File: config.mk
export PLATFORM = sky130hd
export DESIGN_NAME = min_partition_difference
export DESIGN_NICKNAME = d
export VERILOG_FILES = /design/src/rtl/mpd_pkg.sv /design/src/rtl/mpd_ctrl.sv /design/src/rtl/mpd_datapath.sv /design/src/rtl/min_partition_difference.sv
export SDC_FILE = /design/constraint.sdc
export NUM_CORES = 1
export LEC_CHECK = 0
export BUFFER_PORTS_ARGS = -buffer_cell sky130_fd_sc_hd__buf_4
export CAP_MARGIN = 20
export CORE_ASPECT_RATIO = 2
export CORE_MARGIN = 8
export CORE_UTILIZATION = 65
export DETAILED_ROUTE_END_ITERATION = 6
export PLACE_DENSITY = 0.86
export SLEW_MARGIN = 0
export SYNTH_ARGS = -nofsm -noshare
export SYNTH_HDL_FRONTEND = slang
export SYNTH_SLANG_ARGS = --single-unit
File: constraint.sdc
create_clock -name clock -period 12.59 [get_ports clock]
set_clock_uncertainty 0.05 [all_clocks]
set_input_delay 0.6295 -clock clock [delete_from_list [all_inputs] [get_ports clock]]
set_output_delay 0.6295 -clock clock [all_outputs]
set_load 0.02 [all_outputs]
File: src/rtl/mpd_pkg.sv
// ============================================================================
// mpd_pkg
// Shared sizes, state type and controller/datapath interface structs for the
// minimum partition difference block.
// ============================================================================
package mpd_pkg;

   // Largest number of weights kept for one search.
   localparam int MAX_ITEMS   = 16;
   // Width of one weight.
   localparam int WEIGHT_BITS = 32;
   // Width of the total, subset sum and difference.
   localparam int SUM_BITS    = 36;
   // Item counter holds 0 to MAX_ITEMS.
   localparam int COUNT_BITS  = $clog2(MAX_ITEMS + 1);
   // Index of one stored weight.
   localparam int IDX_BITS    = (MAX_ITEMS > 1) ? $clog2(MAX_ITEMS) : 1;
   // Subset step counter holds 0 to 2^MAX_ITEMS.
   localparam int STEP_BITS   = MAX_ITEMS + 1;

   // Controller states.
   typedef enum logic [1:0] {
      ST_LOAD,
      ST_SEARCH,
      ST_DRAIN,
      ST_RESULT
   } state_type;

   // Commands from the controller to the datapath.
   typedef struct packed {
      logic load;    // store one accepted weight
      logic start;   // begin a search with the empty subset
      logic step;    // advance one Gray-code subset
      logic clear;   // result taken, empty the set
   } cmd_type;

   // Status from the datapath to the controller.
   typedef struct packed {
      logic step_done;  // every subset has been visited
      logic pipe_busy;  // weight reads or differences still in flight
   } status_type;

endpackage

File: src/rtl/mpd_ctrl.sv
// ============================================================================
// mpd_ctrl
// Controller state machine: loads weights, sequences the subset search,
// drains the difference pipeline and presents the result.
// ============================================================================
module mpd_ctrl
   import mpd_pkg::*;
(
   input  logic       clock,
   input  logic       reset,
   input  logic       req_valid,
   input  logic       req_last_weight,
   output logic       req_stall,
   output logic       rsp_valid,
   input  logic       rsp_stall,
   output cmd_type    cmd,
   input  status_type status
);

   state_type state_ff;
   state_type state_in;

   // State register.
   always_ff @(posedge clock) begin
      if (reset) begin
         state_ff <= ST_LOAD;
      end else begin
         state_ff <= state_in;
      end
   end

   // Next state.
   always_comb begin
      state_in = state_ff;
      unique case (state_ff)
         ST_LOAD: begin
            if (req_valid && req_last_weight) begin
               state_in = ST_SEARCH;
            end
         end
         ST_SEARCH: begin
            if (status.step_done) begin
               state_in = ST_DRAIN;
            end
         end
         ST_DRAIN: begin
            if (!status.pipe_busy) begin
               state_in = ST_RESULT;
            end
         end
         ST_RESULT: begin
            if (!rsp_stall) begin
               state_in = ST_LOAD;
            end
         end
         default: begin
            state_in = ST_LOAD;
         end
      endcase
   end

   // Outputs and datapath commands.
   always_comb begin
      req_stall = 1'b1;
      rsp_valid = 1'b0;
      cmd       = '0;
      unique case (state_ff)
         ST_LOAD: begin
            req_stall  = 1'b0;
            cmd.load   = req_valid;
            cmd.start  = req_valid & req_last_weight;
         end
         ST_SEARCH: begin
            cmd.step = ~status.step_done;
         end
         ST_DRAIN: begin
            req_stall = 1'b1;
         end
         ST_RESULT: begin
            rsp_valid = 1'b1;
            cmd.clear = ~rsp_stall;
         end
         default: begin
            req_stall = 1'b1;
         end
      endcase
   end

endmodule

File: src/rtl/mpd_datapath.sv
// ============================================================================
// mpd_datapath
// Weight store with a registered read, running total, Gray-code subset sum
// and a two-stage difference/minimum pipeline.
// ============================================================================
module mpd_datapath
   import mpd_pkg::*;
(
   input  logic                   clock,
   input  logic                   reset,
   input  logic [WEIGHT_BITS-1:0] req_weight,
   input  cmd_type                cmd,
   output status_type             status,
   output logic [SUM_BITS-1:0]    best_difference
);

   // Position of the lowest set bit of a step count.
   function automatic logic [IDX_BITS-1:0] lowest_bit(input logic [STEP_BITS-1:0] value);
      logic [IDX_BITS-1:0] pos;
      pos = '0;
      for (int i = MAX_ITEMS - 1; i >= 0; i--) begin
         if (value[i]) begin
            pos = IDX_BITS'(i);
         end
      end
      return pos;
   endfunction

   logic [WEIGHT_BITS-1:0] weight_store [MAX_ITEMS];
   logic [COUNT_BITS-1:0]  count_ff;
   logic [COUNT_BITS-1:0]  count_in;
   logic [SUM_BITS-1:0]    total_ff;
   logic [SUM_BITS-1:0]    total_in;
   logic [SUM_BITS-1:0]    sum_ff;
   logic [SUM_BITS-1:0]    sum_in;
   logic [MAX_ITEMS-1:0]   code_ff;
   logic [MAX_ITEMS-1:0]   code_in;
   logic [STEP_BITS-1:0]   step_ff;
   logic [STEP_BITS-1:0]   step_in;
   logic [WEIGHT_BITS-1:0] rd_weight_ff;
   logic [IDX_BITS-1:0]    rd_bit_ff;
   logic                   rd_vld_ff;
   logic                   rd_vld_in;
   logic                   sum_vld_ff;
   logic                   sum_vld_in;
   logic [SUM_BITS-1:0]    diff_ff;
   logic [SUM_BITS-1:0]    diff_in;
   logic                   diff_vld_ff;
   logic                   diff_vld_in;
   logic [SUM_BITS-1:0]    best_ff;
   logic [SUM_BITS-1:0]    best_in;
   logic                   store_ok;
   logic [IDX_BITS-1:0]    step_bit;
   logic [STEP_BITS-1:0]   step_limit;
   logic [SUM_BITS:0]      twice_sum;
   logic [SUM_BITS:0]      total_ext;

   // A weight is stored only while there is room.
   assign store_ok = (count_ff < COUNT_BITS'(MAX_ITEMS));

   // Weight store write.
   always_ff @(posedge clock) begin
      if (cmd.load && store_ok) begin
         weight_store[count_ff[IDX_BITS-1:0]] <= req_weight;
      end
   end

   // Gray-code step: the flipped bit is the lowest set bit of the step count.
   assign step_bit    = lowest_bit(step_ff);
   assign step_limit  = STEP_BITS'(1) << count_ff;

   // Weight store read: the weight and bit of a step are applied in the cycle
   // after the step is issued.
   always_ff @(posedge clock) begin
      rd_weight_ff <= weight_store[step_bit];
      rd_bit_ff    <= step_bit;
   end

   // Count, total, subset sum and step count.
   always_comb begin
      count_in   = count_ff;
      total_in   = total_ff;
      sum_in     = sum_ff;
      code_in    = code_ff;
      step_in    = step_ff;
      rd_vld_in  = 1'b0;
      sum_vld_in = 1'b0;
      if (cmd.clear) begin
         count_in = '0;
         total_in = '0;
      end else if (cmd.load && store_ok) begin
         count_in = count_ff + COUNT_BITS'(1);
         total_in = total_ff + SUM_BITS'(req_weight);
      end
      if (cmd.start) begin
         sum_in     = '0;
         code_in    = '0;
         step_in    = STEP_BITS'(1);
         sum_vld_in = 1'b1;
      end else begin
         if (cmd.step) begin
            step_in   = step_ff + STEP_BITS'(1);
            rd_vld_in = 1'b1;
         end
         if (rd_vld_ff) begin
            code_in[rd_bit_ff] = ~code_ff[rd_bit_ff];
            if (code_ff[rd_bit_ff]) begin
               sum_in = sum_ff - SUM_BITS'(rd_weight_ff);
            end else begin
               sum_in = sum_ff + SUM_BITS'(rd_weight_ff);
            end
            sum_vld_in = 1'b1;
         end
      end
   end

   // Difference |total - 2 * subset sum| of the registered subset.
   assign twice_sum = {sum_ff, 1'b0};
   assign total_ext = {1'b0, total_ff};
   always_comb begin
      if (twice_sum >= total_ext) begin
         diff_in = SUM_BITS'(twice_sum - total_ext);
      end else begin
         diff_in = SUM_BITS'(total_ext - twice_sum);
      end
      diff_vld_in = sum_vld_ff;
   end

   // Running minimum.
   always_comb begin
      best_in = best_ff;
      if (cmd.clear || cmd.start) begin
         best_in = '1;
      end else if (diff_vld_ff && (diff_ff < best_ff)) begin
         best_in = diff_ff;
      end
   end

   // Control registers.
   always_ff @(posedge clock) begin
      if (reset) begin
         count_ff    <= '0;
         total_ff    <= '0;
         sum_ff      <= '0;
         code_ff     <= '0;
         step_ff     <= '0;
         rd_vld_ff   <= 1'b0;
         sum_vld_ff  <= 1'b0;
         diff_vld_ff <= 1'b0;
         best_ff     <= '1;
      end else begin
         count_ff    <= count_in;
         total_ff    <= total_in;
         sum_ff      <= sum_in;
         code_ff     <= code_in;
         step_ff     <= step_in;
         rd_vld_ff   <= rd_vld_in;
         sum_vld_ff  <= sum_vld_in;
         diff_vld_ff <= diff_vld_in;
         best_ff     <= best_in;
      end
   end

   // Difference payload register.
   always_ff @(posedge clock) begin
      diff_ff <= diff_in;
   end

   // Status back to the controller.
   assign status.step_done = (step_ff == step_limit);
   assign status.pipe_busy = rd_vld_ff | sum_vld_ff | diff_vld_ff;
   assign best_difference  = best_ff;

endmodule

File: src/rtl/min_partition_difference.sv
// ============================================================================
// min_partition_difference
// Collects weights and, after the last one, searches every subset for the
// smallest difference between the two groups of a split.
// ============================================================================
//
//   Channel   Direction   Handshake              Payload
//   req_      in          req_valid/req_stall    req_weight, req_last_weight
//   rsp_      out         rsp_valid/rsp_stall    rsp_min_difference
//
// Weights are taken one per cycle. After the last weight the block stalls
// requests (N weights stored, at most 16) while one Gray-code step per
// cycle reads a stored weight and, in the next cycle, updates the subset
// sum, followed by a two-stage difference and minimum pipeline.
// The result is then held until taken, with requests stalled meanwhile.
// Weights beyond 16 are dropped. Reset is synchronous and empties the set.
//
module min_partition_difference
   import mpd_pkg::*;
(
   input  logic                   clock,
   input  logic                   reset,
   input  logic                   req_valid,
   output logic                   req_stall,
   input  logic [WEIGHT_BITS-1:0] req_weight,
   input  logic                   req_last_weight,
   output logic                   rsp_valid,
   input  logic                   rsp_stall,
   output logic [SUM_BITS-1:0]    rsp_min_difference
);

   cmd_type    cmd;
   status_type status;

   // Controller.
   mpd_ctrl u_ctrl (
      .clock           (clock),
      .reset           (reset),
      .req_valid       (req_valid),
      .req_last_weight (req_last_weight),
      .req_stall       (req_stall),
      .rsp_valid       (rsp_valid),
      .rsp_stall       (rsp_stall),
      .cmd             (cmd),
      .status          (status)
   );

   // Datapath.
   mpd_datapath u_datapath (
      .clock           (clock),
      .reset           (reset),
      .req_weight      (req_weight),
      .cmd             (cmd),
      .status          (status),
      .best_difference (rsp_min_difference)
   );

endmodule
==> results of run 1 <==
==> per-stage QoR <==
step,cells,worst slack (ps),util [%]
floorplan,3394,7905,-
global placement,4076,7606,67.37
detailed placement,4076,7527,67.37
CTS,4188,7491,70.97
global route,4189,7161,71.01
finish,4190,7499,71.01
==> sequential cells by signal, indices dropped and copies added (netlist names), 2 cells and up <==
name	flops
u_datapath.count_ff	5
u_datapath.weight_store	512
u_datapath.diff_ff	36
u_datapath.rd_bit_ff	4
u_datapath.step_ff	17
u_datapath.code_ff	16
u_ctrl.state_ff	2
u_datapath.sum_ff	36
u_datapath.total_ff	36
u_datapath.best_difference	36
u_datapath.rd_weight_ff	32
==> synth_stat cells, types with 7 or more instances <==
cell type	count
edfxtp_1	512
nand2_1	440
mux2i_1	293
a21oi_1	253
dfxtp_1	223
nor2_1	218
ha_1	183
nand3_1	177
inv_1	158
o21ai_0	85
xnor2_1	85
clkbuf_1	83
a211oi_1	74
a21o_1	68
buf_2	58
xor2_1	49
nor3_1	40
nand4_1	26
o21bai_1	24
nand2b_1	22
and2_1	21
o21ai_1	21
a31oi_1	19
and3_1	18
nor2b_1	18
buf_1	16
o31ai_1	16
or3_1	15
buf_4	12
o21a_1	12
nand3b_1	9
o211ai_1	9
nor4_1	7
==> per-layer routing <==
metal | vias to the layer above | routed length [um]
met5 | - | 0
met4 | 0 | 7819
met3 | 380 | 6397
met2 | 1197 | 50050
met1 | 12812 | 32020
li1 | 12227 | -
==> final timing paths <==
check	from	endpoint	slack, ps	cells past startpoint
setup / recovery	u_datapath.rd_weight_ff[5]$_DFF_P_	u_datapath.sum_ff[35]$_SDFFE_PP0P_	7500	18
hold / removal	reset	u_ctrl.state_ff[1]$_SDFFE_PP0P_	170	2
setup reg to reg	u_datapath.rd_weight_ff[5]$_DFF_P_	u_datapath.sum_ff[35]$_SDFFE_PP0P_	7500	18
hold reg to reg	u_datapath.diff_ff[5]$_DFF_P_	u_datapath.best_difference[5]$_SDFFE_PP1P_	430	2
==> critical path, cell delays in order (launching register included) <==
cell	delay, ps
dfxtp_1	330
or3_1	400
or3b_2	490
nor2_1	140
nand2_1	130
nor3_1	570
nand2_1	230
o31ai_1	290
xor2_1	190
ha_1	330
a21o_1	210
a21oi_1	130
nor2b_1	70
a311oi_1	370
a21oi_1	120
a211oi_1	400
mux2i_1	290
a21o_1	160
a21oi_2	40
==> where the power goes <==
group	internal (mW)	switching, mW
combinational	1.31	2.18
clock	1.05	0.870
sequential	2.87	0.213
total	5.23	3.26
==> cell usage in the layout, fill, tap and decap left out, types with 26 or more instances in the layout <==
| cell type | Yosys | routed |
|---|---|---|
| nor2_1 | 218 | 216 |
| inv_1 | 158 | 157 |
| clkbuf_16 | 0 | 63 |
| a21oi_1 | 253 | 253 |
| nand2_1 | 440 | 439 |
| a21o_1 | 68 | 68 |
| mux2i_1 | 293 | 293 |
| a211oi_1 | 74 | 74 |
| xor2_1 | 49 | 49 |
| nand3_1 | 177 | 177 |
| o21ai_0 | 85 | 85 |
| edfxtp_1 | 512 | 512 |
| ha_1 | 183 | 183 |
| buf_4 | 12 | 104 |
| nand4_1 | 26 | 26 |
| xnor2_1 | 85 | 85 |
| nor3_1 | 40 | 40 |
| dfxtp_1 | 223 | 222 |
==> cells by family after synthesis <==
logic type | Yosys count
fa+ha+maj | 187
simple gates | 1047
xor+xnor | 134
buf+inv | 334
compound gates | 655
flops | 735
mux | 302
==> cell type report <==
| type | count | area share, % |
|---|---|---|
| sequential | 735 | 49.88 |
| multi-input combinational | 2325 | 39.10 |
| clock buffer | 77 | 4.120 |
| tap | 750 | 2.359 |
| timing repair buffer | 106 | 2.063 |
| inverter | 161 | 1.529 |
| clock inverter | 35 | 0.9436 |
| antenna | 1 | 0.006291 |
==> report_table.html, run 1 <==
<table>
<tr><th>Metric</th><th>Value</th></tr>
<tr><th colspan="2">Global routing</th></tr>
<tr><td>Number of antenna violations at the first check in global routing</td><td>1</td></tr>
<tr><td>Largest net degree at the start of global routing</td><td>175</td></tr>
<tr><td>Number of global-route vias before repair</td><td>27224</td></tr>
<tr><td>Met3 layer usage reported by global route</td><td>4.301%</td></tr>
<tr><td>Global-route wire length before repair</td><td>148200 um</td></tr>
<tr><td>Grt peak-use layer</td><td>met2</td></tr>
<tr><td>Met2 layer usage reported by global route</td><td>52.58%</td></tr>
<tr><td>Routing usage on met1</td><td>30.05%</td></tr>
<tr><td>GR Util All Layers</td><td>29.39%</td></tr>
<tr><td>Sum of overflow across all layers after global routing</td><td>0</td></tr>
<tr><th colspan="2">Power</th></tr>
<tr><td>Maximum resistive drop on vdd</td><td>0.1528 mV</td></tr>
<tr><td>Post-route total power</td><td>8.492 mW</td></tr>
<tr><td>Pleak</td><td>16.19 nW</td></tr>
<tr><td>Power density over the cells</td><td>213.5 nW/um2</td></tr>
<tr><th colspan="2">Timing</th></tr>
<tr><td>Post-route clock period utilization</td><td>40.44%</td></tr>
<tr><td>Setup TNS</td><td>0 ps</td></tr>
<tr><td>Max transition margin</td><td>23.41%</td></tr>
<tr><td>Max-slew violation count</td><td>0</td></tr>
<tr><td>Setup repair after global routing missed its margin</td><td>false</td></tr>
<tr><td>Slew at the pin closest to its max-slew limit</td><td>1149 ps</td></tr>
<tr><td>Maximum clock rate</td><td>0.1964 GHz</td></tr>
<tr><td>Final critical delay including setup and external delays</td><td>5091 ps</td></tr>
<tr><td>Final count of negative-setup-slack endpoints</td><td>0</td></tr>
<tr><td>Worst hold-check slack</td><td>169.3 ps</td></tr>
<tr><td>Final-report hold violation count</td><td>0</td></tr>
<tr><th colspan="2">Place</th></tr>
<tr><td>Detailed-placement wirelength estimate</td><td>64620 um</td></tr>
<tr><td>Cell area reported after detailed placement</td><td>37740 um2</td></tr>
<tr><td>Placer's final routability congestion estimate</td><td>1.012</td></tr>
<tr><td>Number of buffers added on ports</td><td>74</td></tr>
<tr><th colspan="2">Synthesis</th></tr>
<tr><td>Top post-synthesis cells by area</td><td>edfxtp_1 (42%), dfxtp_1 (12%), mux2i_1 (8.0%)</td></tr>
<tr><td>Most used DFF post-synth</td><td>edfxtp_1</td></tr>
<tr><td>Compound-cell area share of the yosys netlist</td><td>11.23%</td></tr>
<tr><td>Post-synthesis async set-or-reset flop share</td><td>0%</td></tr>
<tr><td>Total nets after synthesis</td><td>3618</td></tr>
<tr><td>Total of flip-flops plus latches after synthesis</td><td>735</td></tr>
<tr><td>Multiplexer fraction of the synthesized cell area</td><td>8.384%</td></tr>
<tr><td>Number of enable-type register cells in the synthesized netlist</td><td>512</td></tr>
<tr><td>Area of the mapped netlist</td><td>36730 um2</td></tr>
<tr><td>Post-Synth Simple-Gate Area</td><td>12.92%</td></tr>
<tr><td>Number of instances in the synthesized netlist</td><td>3394</td></tr>
<tr><td>Synth warnings</td><td>0</td></tr>
<tr><td>Avg Synthesized Cell Area</td><td>10.82 um2</td></tr>
<tr><td>Number of library cell types mapped by synthesis</td><td>90</td></tr>
<tr><td>Dominant combinational cell family by area after synthesis</td><td>simple AND/OR/NAND/NOR gates</td></tr>
<tr><td>Most area-hungry cell type in the Yosys netlist</td><td>edfxtp_1</td></tr>
<tr><td>Sequential fraction of the synthesis area</td><td>54.02%</td></tr>
<tr><td>Fraction of synthesized cell area in xor and xnor cells</td><td>3.196%</td></tr>
<tr><td>Post-synthesis adder-cell area fraction</td><td>6.453%</td></tr>
<tr><td>Top cell type's share of synthesized area</td><td>41.86%</td></tr>
<tr><th colspan="2">Clock network</th></tr>
<tr><td>Total CTS buffers</td><td>61</td></tr>
<tr><td>Post_cts resized</td><td>0</td></tr>
<tr><td>Insertion delay to the later sink of the worst-skew pair</td><td>640 ps</td></tr>
<tr><td>Cell at the root of the clock tree</td><td>clkbuf_16</td></tr>
<tr><td>Clock transition at the register clock pins on the worst setup and hold paths after CTS</td><td>60 ps</td></tr>
<tr><td>Post-CTS setup buffer count</td><td>0</td></tr>
<tr><td>CTS tree</td><td>built</td></tr>
<tr><td>Maximum level of the CTS H-tree</td><td>2</td></tr>
<tr><td>Max clock buf depth</td><td>3</td></tr>
<tr><td>Hold_buf cts</td><td>0</td></tr>
<tr><td>Clock Sink Count</td><td>735</td></tr>
<tr><th colspan="2">Floorplan</th></tr>
<tr><td>Chip height</td><td>352.2 um</td></tr>
<tr><td>Placement Rows</td><td>123</td></tr>
<tr><td>Die Area</td><td>64820 um2</td></tr>
<tr><td># IOs</td><td>75</td></tr>
<tr><td>Initial Utilization</td><td>65.56%</td></tr>
<tr><td>Core Footprint</td><td>56020 um2</td></tr>
<tr><td>Width of the chip</td><td>184.1 um</td></tr>
<tr><th colspan="2">Final layout</th></tr>
<tr><td>Area used by sequential logic in the layout</td><td>19840 um2</td></tr>
<tr><td>Count of nets after finishing</td><td>3614</td></tr>
<tr><td>Filler cell count</td><td>3894</td></tr>
<tr><td>Final standard cell area without fillers</td><td>39780 um2</td></tr>
<tr><td>Synthesis-to-finish area growth</td><td>8.316%</td></tr>
<tr><td>Ratio of cells with drive above 1 in the final layout</td><td>7.328%</td></tr>
<tr><td>Total area of multi-input combinational cells</td><td>15550 um2</td></tr>
<tr><th colspan="2">Flow run</th></tr>
<tr><td>Reported max-cap violation count</td><td>0</td></tr>
<tr><th colspan="2">Worst setup path</th></tr>
<tr><td>Data required time at the worst endpoint</td><td>13040 ps</td></tr>
<tr><td>Path type of the worst setup path</td><td>register to register</td></tr>
<tr><td>Top fanout value on the critical path</td><td>6</td></tr>
<tr><td>Worst setup EP type</td><td>register</td></tr>
<tr><td>Critical path arrival</td><td>5540 ps</td></tr>
<tr><td>Kind of launch point of the worst setup path</td><td>register</td></tr>
<tr><th colspan="2">Route</th></tr>
<tr><td>DRC violations left</td><td>0</td></tr>
<tr><td>Total detailed-routing wirelength</td><td>96280 um</td></tr>
<tr><td>Starting DRT DRC Count</td><td>2402</td></tr>
<tr><td>Vias per cell</td><td>6.352</td></tr>
<tr><td>TritonRoute pass-1 iters</td><td>6</td></tr>
<tr><td>Detailed-route wire length per cell</td><td>22.98 um</td></tr>
<tr><td>ANT nets after route</td><td>0</td></tr>
<tr><td>Total via count after detailed routing</td><td>26616</td></tr>
<tr><th colspan="2">Min path</th></tr>
<tr><td>Tightest Hold Check Type</td><td>input pin to register</td></tr>
<tr><th colspan="2">Run status</th></tr>
<tr><td>Result of the run</td><td>completed</td></tr>
</table>
No activity file was read; power rests on OpenSTA's default activity.
==> run 2: changes to the inputs <==
CORE_UTILIZATION = 57   (was 65)
PLACE_DENSITY = 0.8   (was 0.86)
clock period = 4.15 ns   (was 12.59 ns; I/O delays follow)
==> run 2 against run 1 <==
  * The flow now finishes with violations (negative setup slack)
  * First-iteration DRC count is 25% lower
  * Flip-flop and latch count stayed put
  * Sequential power grew to 3.0 times the previous value
  * Die area is 13% higher
  * Final cell count is 6.9% higher
  * Via count is 2.2% higher
  * Register-to-register slack worse by 7600 ps
  * Combinational power grew to 3.5 times the previous value
  * Design area is 6.5% higher
  * Sequential share of layout area is 3.0 points lower
  * Critical path type unchanged
==> report_table.html, run 2 (synthesis gave the netlist of run 1 again) <==
<table>
<tr><th>Metric</th><th>Value</th></tr>
<tr><th colspan="2">Final layout</th></tr>
<tr><td>Count of nets after finishing</td><td>3850 (+6.5%)</td></tr>
<tr><td>Most frequent cells in the layout</td><td>edfxtp_1 (512), nand2_1 (437), mux2i_1 (292)</td></tr>
<tr><td>Total area of multi-input combinational cells</td><td>15990 um2 (+2.8%)</td></tr>
<tr><td>Final Util</td><td>66.43% (-4.6 points)</td></tr>
<tr><td>Filler cell count</td><td>4633 (+19%)</td></tr>
<tr><td>Filler-free cell count of the finished design</td><td>4478 (+6.9%)</td></tr>
<tr><td>Max reg flops</td><td>512 (unchanged)</td></tr>
<tr><td>Most frequent standard cell in the layout excluding fill and tap cells</td><td>edfxtp_1</td></tr>
<tr><td>Ratio of cells with drive above 1 in the final layout</td><td>14.34% (+7.0 points)</td></tr>
<tr><td>Synthesis-to-finish area growth</td><td>15.34%</td></tr>
<tr><td>Area used by sequential logic in the layout</td><td>19840 um2 (about the same)</td></tr>
<tr><th colspan="2">Global routing</th></tr>
<tr><td>Sum of overflow across all layers after global routing</td><td>0 (unchanged)</td></tr>
<tr><td>Number of global-route vias before repair</td><td>27735 (+1.9%)</td></tr>
<tr><td>Global-route wire length before repair</td><td>152700 um (+3.0%)</td></tr>
<tr><td>GR Util All Layers</td><td>26.79% (-2.6 points)</td></tr>
<tr><td>Largest net degree at the start of global routing</td><td>130 (-26%)</td></tr>
<tr><td>Number of antenna violations at the first check in global routing</td><td>3 (+2)</td></tr>
<tr><th colspan="2">Power</th></tr>
<tr><td>Power density over the cells</td><td>648.9 nW/um2 (+200%)</td></tr>
<tr><td>Maximum resistive drop on vdd</td><td>0.4164 mV (+170%)</td></tr>
<tr><td>Pleak</td><td>17.48 nW (+8.0%)</td></tr>
<tr><th colspan="2">Timing</th></tr>
<tr><td>Final critical delay including setup and external delays</td><td>4246 ps (-845.3 ps)</td></tr>
<tr><td>Setup repair after global routing missed its margin</td><td>true</td></tr>
<tr><td>Final WS setup</td><td>-95.91 ps (-7595 ps)</td></tr>
<tr><td>Slew at the pin closest to its max-slew limit</td><td>1169 ps (+19.98 ps)</td></tr>
<tr><td>Post-route clock period utilization</td><td>102.3% (+62 points)</td></tr>
<tr><td>Max-slew violation count</td><td>0 (unchanged)</td></tr>
<tr><td>Final-report hold violation count</td><td>0 (unchanged)</td></tr>
<tr><td>Maximum clock rate</td><td>0.2355 GHz (+20%)</td></tr>
<tr><td>Final count of negative-setup-slack endpoints</td><td>3 (+3)</td></tr>
<tr><td>Max transition margin</td><td>22.08% (-1.3 points)</td></tr>
<tr><th colspan="2">Floorplan</th></tr>
<tr><td># IOs</td><td>75 (unchanged)</td></tr>
<tr><td>Die Area</td><td>73300 um2 (+13%)</td></tr>
<tr><td>Initial Utilization</td><td>57.60% (-8.0 points)</td></tr>
<tr><td>Placement Rows</td><td>131 (+6.5%)</td></tr>
<tr><td>Core Footprint</td><td>63760 um2 (+14%)</td></tr>
<tr><td>Chip height</td><td>375.0 um (+6.5%)</td></tr>
<tr><td>Width of the chip</td><td>195.5 um (+6.2%)</td></tr>
<tr><th colspan="2">Clock network</th></tr>
<tr><td>Clock Sink Count</td><td>735 (unchanged)</td></tr>
<tr><td>CTS tree</td><td>built</td></tr>
<tr><td>Maximum level of the CTS H-tree</td><td>2 (unchanged)</td></tr>
<tr><td>Insertion delay to the later sink of the worst-skew pair</td><td>640 ps (about the same)</td></tr>
<tr><td>Max clock buf depth</td><td>3 (unchanged)</td></tr>
<tr><td>Total CTS buffers</td><td>59 (-3.3%)</td></tr>
<tr><td>Cell at the root of the clock tree</td><td>clkbuf_16</td></tr>
<tr><td>Clock transition at the register clock pins on the worst setup and hold paths after CTS</td><td>70 ps (about the same)</td></tr>
<tr><th colspan="2">Place</th></tr>
<tr><td>Placed cells</td><td>4311 (+5.8%)</td></tr>
<tr><td>Number of buffers added on ports</td><td>74 (unchanged)</td></tr>
<tr><td>Placer's final routability congestion estimate</td><td>0.9997 (-1.3%)</td></tr>
<tr><td>Detailed-placement wirelength estimate</td><td>70420 um (+9.0%)</td></tr>
<tr><th colspan="2">Route</th></tr>
<tr><td>ANT nets after route</td><td>0 (unchanged)</td></tr>
<tr><td>DRC violations left</td><td>0 (unchanged)</td></tr>
<tr><td>Vias per cell</td><td>6.077 (-4.3%)</td></tr>
<tr><td>Met2 WL post-DR</td><td>53100 um (+6.1%)</td></tr>
<tr><td>Metal-1 WL</td><td>32640 um (+1.9%)</td></tr>
<tr><td>Detailed-route wire length per cell</td><td>22.24 um (-3.2%)</td></tr>
<tr><td>Total detailed-routing wirelength</td><td>99610 um (+3.5%)</td></tr>
<tr><td>Total via count after detailed routing</td><td>27212 (+2.2%)</td></tr>
<tr><td>Top layer reached by signal wires</td><td>met4</td></tr>
<tr><td>Starting DRT DRC Count</td><td>1792 (-25%)</td></tr>
<tr><td>Detailed-routed wire length on met3</td><td>5301 um (-17%)</td></tr>
<tr><td>TritonRoute pass-1 iters</td><td>6 (unchanged)</td></tr>
<tr><th colspan="2">Flow run</th></tr>
<tr><td>Reported max-cap violation count</td><td>0 (unchanged)</td></tr>
<tr><th colspan="2">Worst setup path</th></tr>
<tr><td>Max stage delay cell, worst path</td><td>mux4_2</td></tr>
<tr><td>Worst setup EP type</td><td>register</td></tr>
<tr><td>Critical path arrival</td><td>4700 ps (-840 ps)</td></tr>
<tr><td>Path type of the worst setup path</td><td>register to register</td></tr>
<tr><td>Maximum cell stage delay along the critical path</td><td>510 ps (-60 ps)</td></tr>
<tr><td>Top fanout value on the critical path</td><td>6 (unchanged)</td></tr>
<tr><td>Kind of launch point of the worst setup path</td><td>register</td></tr>
<tr><td>Data required time at the worst endpoint</td><td>4610 ps (-8430 ps)</td></tr>
<tr><td>Cell chain of the critical path</td><td>mux4_2, mux2_4, buf_6, o21ai_4, o31ai_1, xor2_1, ha_1, and3_2, and3_1, o21ai_4, a21oi_2, a2111o_1, a41oi_4, o21bai_1, xor2_1, mux2i_1, nor2_1</td></tr>
<tr><th colspan="2">Run status</th></tr>
<tr><td>Failing checks</td><td>negative setup slack</td></tr>
<tr><td>Result of the run</td><td>finished, violations left</td></tr>
<tr><th colspan="2">Min path</th></tr>
<tr><td>Tightest Hold Check Type</td><td>input pin to register</td></tr>
</table>
run 2: cell count changes in the layout (fill, tap and decap cells not counted), moves of 5 or more:
cell           delta
buf_4           +185
dlygate4sd3_1    +36
a21oi_1          -15
a21oi_2          +14
buf_12           +12
o21ai_0          -10
clkinv_1          -8
clkinvlp_4        +8
clkinv_2          -6
inv_6             +5
run 2: final timing paths:
path | from | end | slack, ps | depth (start not counted)
max | u_datapath.rd_bit_ff[0]$_DFF_P_ | u_datapath.sum_ff[23]$_SDFFE_PP0P_ | -100 | 17
min reg2reg | u_datapath.diff_vld_in$_SDFF_PP0_ | u_datapath.diff_vld_ff$_SDFF_PP0_ | 410 | 1
max reg2reg | u_datapath.rd_bit_ff[0]$_DFF_P_ | u_datapath.sum_ff[23]$_SDFFE_PP0P_ | -100 | 17
min | reset | u_ctrl.state_ff[0]$_SDFFE_PP0P_ | 290 | 3
run 2: cell type report:
| cell class | count | area share, % |
|---|---|---|
| antenna | 4 | 0.02363 |
| clock buffer | 74 | 3.740 |
| clock inverter | 37 | 1.069 |
| inverter | 161 | 1.441 |
| multi-input combinational | 2325 | 37.74 |
| sequential | 735 | 46.85 |
| tap | 798 | 2.357 |
| timing repair buffer | 344 | 6.776 |
run 2: worst max-delay path: cells and delay by family (launching register included):
family | cells | cell delay (ps)
simple gates | 3 | 540
xor+xnor | 2 | 310
flops | 1 | 380
mux | 3 | 960
fa+ha+maj | 1 | 330
compound gates | 7 | 1400
buf+inv | 1 | 120
run 2: timing repair:
| action | CTS | global route |
|---|---|---|
| hold buffers | 36 | 0 |
| pin swaps | 23 | 24 |
| endpoints found under the setup margin | 22 | 19 |
| endpoints found under the hold margin | 517 | 0 |
| buffers inserted | 10 | 5 |
| gates resized for setup | 61 | 36 |
run 2: through the flow:
stage / power (mW) / instance area [um2] / hold WS (ps) / setup TNS, ps / setup WS, ps
2_1_floorplan: 16.91 / 36770 / 226.6 / -14.82 / -14.82
3_3_place_gp: 20.98 / 39400 / 385.5 / -5372 / -512.6
3_5_place_dp: 21.17 / 39400 / 391.0 / -6666 / -543.6
4_1_cts: 27.19 / 42130 / 273.7 / -158.7 / -79.92
5_1_grt: 28.90 / 42350 / 293.9 / -1350 / -233.0
6_report: 27.49 / 42360 / 289.6 / -162.1 / -95.91
run 2: report_power, final:
part | leakage [nW] | internal [mW] | switching [mW] | total [mW]
Sequential | 6.45 | 8.69 | 0.622 | 9.31
Clock | 0.972 | 3.19 | 2.68 | 5.87
Combinational | 10.1 | 5.12 | 7.19 | 12.3
run 2: layer usage:
metal	up-vias	track usage, %
met5	-	0
met4	0	20.38
met3	385	3.311
met2	1052	50.39
met1	13053	26.19
li1	12722	-
